## src/hw/rtl/mpq_pkg.sv

```systemverilog
`timescale 1ns / 1ps
`default_nettype none

package mpq_pkg;

    // key width and default depth of the cell chain
    localparam int KEY_W        = 32;
    localparam int CAPACITY_DEF = 64;

    // operation codes carried on i_op
    localparam logic OP_INSERT = 1'b0;
    localparam logic OP_REMOVE = 1'b1;

    typedef logic signed [KEY_W-1:0] t_key;

    // broadcast to every cell in the chain
    typedef struct packed {
        logic ins;      // insert the broadcast key this cycle
        logic rem;      // shift toward the head, dropping the head key
        t_key key;      // key being inserted
    } t_cell_ctrl;

endpackage

`default_nettype wire

```

## src/hw/rtl/mpq_cell.sv

```systemverilog
`timescale 1ns / 1ps
`default_nettype none

module mpq_cell (
    input  wire logic               i_clk,
    input  wire logic               i_rst_n,
    input  wire mpq_pkg::t_cell_ctrl i_ctrl,
    // neighbor toward the head (smaller keys)
    input  wire mpq_pkg::t_key      i_left_key,
    input  wire logic               i_left_valid,
    input  wire logic               i_left_gt,
    // neighbor toward the tail (larger keys)
    input  wire mpq_pkg::t_key      i_right_key,
    input  wire logic               i_right_valid,
    output mpq_pkg::t_key           o_key,
    output logic                    o_valid,
    output logic                    o_gt
);
    import mpq_pkg::*;

    t_key r_key;
    t_key n_key;
    logic r_valid;
    logic n_valid;

    // this cell holds a key above the new one, or is empty
    assign o_gt = !r_valid || (i_ctrl.key < r_key);

    // insert shifts toward the tail, remove shifts toward the head
    always_comb begin
        n_key   = r_key;
        n_valid = r_valid;
        if (i_ctrl.ins) begin
            if (i_left_gt) begin
                n_key = i_left_key;
            end else if (o_gt) begin
                n_key = i_ctrl.key;
            end
            n_valid = r_valid || i_left_valid;
        end else if (i_ctrl.rem) begin
            n_key   = i_right_key;
            n_valid = i_right_valid;
        end
    end

    // occupancy bit
    always_ff @(posedge i_clk) begin
        if (!i_rst_n) begin
            r_valid <= 1'b0;
        end else begin
            r_valid <= n_valid;
        end
    end

    // key storage
    always_ff @(posedge i_clk) begin
        r_key <= n_key;
    end

    assign o_key   = r_key;
    assign o_valid = r_valid;

endmodule

`default_nettype wire

```

## config.mk

```make
export PLATFORM = sky130hd
export DESIGN_NAME = mpq_cell
export DESIGN_NICKNAME = d
export VERILOG_FILES = /design/src/hw/rtl/mpq_pkg.sv /design/src/hw/rtl/mpq_cell.sv
export SDC_FILE = /design/constraint.sdc
export NUM_CORES = 1
export LEC_CHECK = 0
export ABC_AREA = 1
export BUFFER_PORTS_ARGS = -buffer_cell sky130_fd_sc_hd__buf_4
export CELL_PAD_IN_SITES_DETAIL_PLACEMENT = 0
export CELL_PAD_IN_SITES_GLOBAL_PLACEMENT = 1
export CORE_ASPECT_RATIO = 1.1
export CORE_MARGIN = 1
export CORE_UTILIZATION = 28
export CTS_CLUSTER_SIZE = 28
export DETAILED_ROUTE_END_ITERATION = 6
export PLACE_DENSITY = 0.79
export SLEW_MARGIN = 20
export SYNTH_ARGS = -nofsm -noshare
export SYNTH_HDL_FRONTEND = slang
export SYNTH_SLANG_ARGS = --single-unit
```

## constraint.sdc

```tcl
create_clock -name i_clk -period 2.21 [get_ports i_clk]
set_input_delay 0.221 -clock i_clk [delete_from_list [all_inputs] [get_ports i_clk]]
set_output_delay 0.221 -clock i_clk [all_outputs]
set_load 0.01 [all_outputs]
```

# After elaboration in Yosys (flattened, before gate mapping)
# Cells that the tools add are included.
# totals
reg_bits,33
inputBits,103
out_inout_bits,34
# op_classes
mux,6
reduce_logical,5
n_eq_ne,1
order_cmp,1
# op_table
op,count
2-to-1 mux 32 bit,4
< comparator 32 bit,1
"!= test 3 x 1 -> 1 bit, second input constant",1
logical OR 1 bit,2
2-to-1 mux 1 bit,2
AND reduction 2 bit,1
nonzero test 2 bit,1
logical NOT 1 bit,1

# Longest topological paths before layout
# logic_depth
word_depth,5
mapped_depth,16
mapped_depth_nobuf,16

# Worst setup path after synthesis
# OpenSTA, ideal clock, no wires.
# synth_timing
path_kind,flip-flop to flip-flop
start,register r_key[5] (netlist: o_key[5])
end,register r_key[0] (netlist: o_key[0]) (enable)
setup_time_ps,387
stages_incl_launch_ff,14
t_arrival_ps,2044
setup_slack_ps,-221
period_less_slack_ps,2431
n_path_buf,0
path_cell_list,edfxtp_1 -> inv_1 -> ha_1 -> a21oi_2 -> nor2_1 -> nor3_2 -> nand2_1 -> nand2_1 -> nand2_1 -> nand2_1 -> nand3_1 -> nand4_1 -> nand2_1 -> inv_1
# synth_between
elab_chain_len,4
# synth_lines
item,line_no,rtl
from (decl),mpq_cell.sv:21,t_key r_key;
from (signal assigned),mpq_cell.sv:57,r_key <= n_key;
< comparator 32 bit,mpq_cell.sv:27,assign o_gt = !r_valid || (i_ctrl.key < r_key);
logical OR 1 bit,mpq_cell.sv:27,
!= test 3 x 1 -> 1 bit (no line),n/a,
AND reduction 2 bit (no line),n/a,
# No other way between the ends.
# A chain may end at the register's enable or synchronous reset.

# Worst setup path in the final report
# layout_timing
start,register r_key[15] (netlist: o_key[15])
end,register r_key[13] (netlist: o_key[13]) (enable)
# Same word-level chain as after synthesis.

==> flow_results.org <==
** Pwr
- In this run switching power makes up 30.3% of total power.
- The worst-case IR drop observed on VDD is 180 uV.
- Switching power :: 0.000584 W
- The share of total power dissipated in combinational logic is 35.4%.
- Relative contribution of the clock network to total power :: 22.6%
- In this run the static leakage power is 1.89 nW.
- Power per Cell Area :: 502 mW/mm2
- Pint :: 0.00134 W
- Sequential cells burn 42.0% of the power.

** Synthesis
- Post-synthesis instance total :: 321
- The synthesized design contains 32 enable-type register cells.
- Sequential elements use 39.2% of the synthesized area.
- Counting flops with an async set or reset pin after synthesis yields a share of 0%.
- The netlist uses 22 different library cells.
- Mapped cell area :: 0.00250 mm2
- Counting every net in the synthesized netlist gives 455.
- Counting flops and latches in the post-synthesis netlist gives 33.
- Leading post-synthesis cells by cell area :: edfxtp_1, ha_1, o21ai_0
- The largest total area in the synthesized netlist belongs to edfxtp_1.
- For this run, the number of Yosys warnings is 0.
- Top FF cell, synth :: edfxtp_1
- Synth top area share :: 38.4%
- Average size of a mapped cell :: 7.80 um2

** Worst setup path
- The worst setup path is captured at a register.
- WP data required :: 2.25 ns
- The critical path is of the register to register type.
- CP startpoint :: o_key[15]
- Critical register-to-register path startpoint :: o_key[15]
- CP startpoint kind :: register
- Largest fanout on the critical path :: 17
- Arrival @ worst endpoint :: 2.16 ns

** Layout
- Leading cell types in the layout, fill and taps excluded :: buf_4, o21ai_0, nand2_1
- Diode count :: 0
- Of the cells placed in the final design, the portion with a size suffix greater than 1 is 37.5%.
- Cells fill 44.9% of the core in the end.
- Total number of nets in the final design :: 592
- Count of placed standard cells in the final layout, fillers left out :: 570
- Fill cells in the final layout number 917.
- The library cell used most frequently in the layout, excluding fill and tap cells, is buf_4.
- The area growth from synthesis to layout is 53.0%.

** Die
- The die covers 0.00933 mm2.
- The floorplan step defined a core boundary enclosing 0.00854 mm2.
- In this run the horizontal extent of the chip is 92.2 um.
- 137 I/O pins were placed.
- Once the floorplan was initialized, standard cells occupied 29.3% of the core.
- Row Count :: 35
- From bottom edge to top edge, the die measures 101 um.

** STA
- The clock period could shrink to 2.12 ns.
- Worst slack on hold paths :: 0.185 ns
- The hold violation count in the final report was 0.
- Peak clock frequency supported by timing :: 0.472 GHz
- Min setup slack post-route :: 0.0909 ns
- Summed over all failing endpoints, the final setup total negative slack is 0 ns.
- Setup violations remaining at the end of the flow were counted as 0.
- The number of slew-limit violations in the final report came to 0.
- Slew @ Worst Pin :: 0.662 ns
- Setup repair after global routing could not meet its margin everywhere.
- Of the available clock period, the critical path in the final layout requires 95.9%.
- Setup clock skew after layout :: 0.00995 ns
- The worst pin sits at a relative slew slack of 55.8%.

** Route
- Number of remaining DRC errors :: 0
- The detail route stage leaves a number of antenna-violating nets equal to 0.
- For this run, the detailed router's first-pass iteration total came to 4.
- The routed layout has 2631 vias.
- Aggregate routed wire length :: 7530 um
- DRC marker count from the first detailed-route iteration :: 71
- Dividing the detail-routed via count by the number of cells gives 4.62.
- After detailed routing, the average wire length per cell comes to 13.2 um.

** Global route
- First-pass GRT wire length :: 11900 um
- The via count of the first global-routing pass is 2587.
- After global routing the overflow that remains totals 0.
- Global routing used 16.3% of the available tracks.
- Maximum number of pins on one net before global-route repair :: 35
- The number of antenna violations at the first check in global routing is 0.

** Clock tree
- Clock latency on the worst-skew pair, taken at its later pin, is 0.28 ns.
- Worst-case clock buffer depth :: 2
- H-tree depth :: 2
- Buffers inserted by post-CTS timing repair :: 0
- Clock tree from TritonCTS :: yes
- The clock net in this run drives a total of 33 sinks.
- Counting the buffers created by CTS gives 5.
- CTS placed an instance of clkbuf_8 at the clock tree root.
- Clock-pin slew was measured on the worst setup and hold paths at 0.06 ns.

** Worst hold path
- The startpoint identified for the worst hold timing path is i_rst_n.
- Hold Path Class :: input port to register

** Place
- Before CTS, the worst setup slack after placement is 0.0935 ns.
- Gpl congestion :: 0.773
- Once detailed placement completed, the half-perimeter wirelength came to 5960 um.
- Cell count after placement :: 562
- Input and output buffers added on the ports amount to 136.

** Flow run
- Count of max-cap constraint violations :: 0

** Status
- Result of the run :: completed
path summary, 6_finish.rpt:
| check | end | slack, ns | cells past startpoint |
|---|---|---|---|
| setup / recovery | o_key[13] | 0.09 | 14 |
| hold / removal | o_valid | 0.18 | 3 |
| setup reg to reg | o_key[13] | 0.09 | 14 |
| hold reg to reg | o_valid | 0.58 | 2 |
power groups by stage:
stage          clock network, W  registers [W]  logic [W]
2_1_floorplan                 0       0.000849   0.000288
3_3_place_gp                  0       0.000820   0.000670
3_5_place_dp                  0       0.000823   0.000680
4_1_cts                0.000459       0.000810   0.000682
5_1_grt                0.000482       0.000819   0.000772
6_report               0.000435       0.000809   0.000682
critical path, stage by stage, from the launching register on:
cell	delay [ns]
edfxtp_1	0.34
inv_1	0.05
ha_1	0.30
nand2_1	0.07
inv_1	0.07
nand3_2	0.09
nor3_2	0.12
nand2_1	0.09
nand2_2	0.08
nand2_2	0.05
nand3_1	0.10
nand4_1	0.10
nand2_1	0.11
clkinvlp_4	0.14
buf_12	0.18
cell usage after synthesis, drive strengths merged (2+ instances only):
cell / n
edfxtp: 32
o21ai: 68
ha: 31
nand4: 2
a21oi: 16
clkbuf: 11
inv: 43
nor2: 41
nor3: 3
nand2: 64
nand3: 5
flip-flops by register name, summed over array words and instances (netlist names):
signal   flops
o_key       32
o_valid      1
metal layers:
| metal | vias to the layer above | GRT usage [%] | part of all wire (%) |
|---|---|---|---|
| li1 | 1347 | - | - |
| met1 | 1171 | 20.0 | 45 |
| met2 | 103 | 28.1 | 46 |
| met3 | 10 | 4.43 | 7.8 |
| met4 | 0 | 4.81 | 1.2 |
| met5 | - | 0 | 0 |
cells by family (layout without fill, tap and decap cells):
family / Yosys count / in the layout / synth area share, %
DFF: 33 / 33 / 39.2
buffers and inverters: 55 / 193 / 8.29
AOI/OAI and AO/OA: 86 / 86 / 18.0
adders and majority gates: 31 / 31 / 15.5
and+or+nand+nor: 116 / 116 / 19.1
cell type report:
type | instances | area, um2 | area share [%]
Multi-Input combinational cell | 233 | 1360 | 35.5
Timing Repair Buffer | 142 | 1110 | 28.9
Sequential cell | 33 | 981 | 25.6
Inverter | 43 | 165 | 4.31
Tap cell | 111 | 139 | 3.62
Clock buffer | 7 | 76.3 | 1.99
Clock inverter | 1 | 5.00 | 0.131
through the flow:
step	cell area, um2	power (W)
floorplan	2530	0.00114
global placement	3730	0.00149
detailed placement	3730	0.00150
CTS	3810	0.00195
global route	3830	0.00207
finish	3830	0.00193
timing repair:
action,CTS,global route
gates resized for setup,0,7
setup endpoints to repair,0,33
hold buffers,0,0
(Power assumes the default switching activity.)
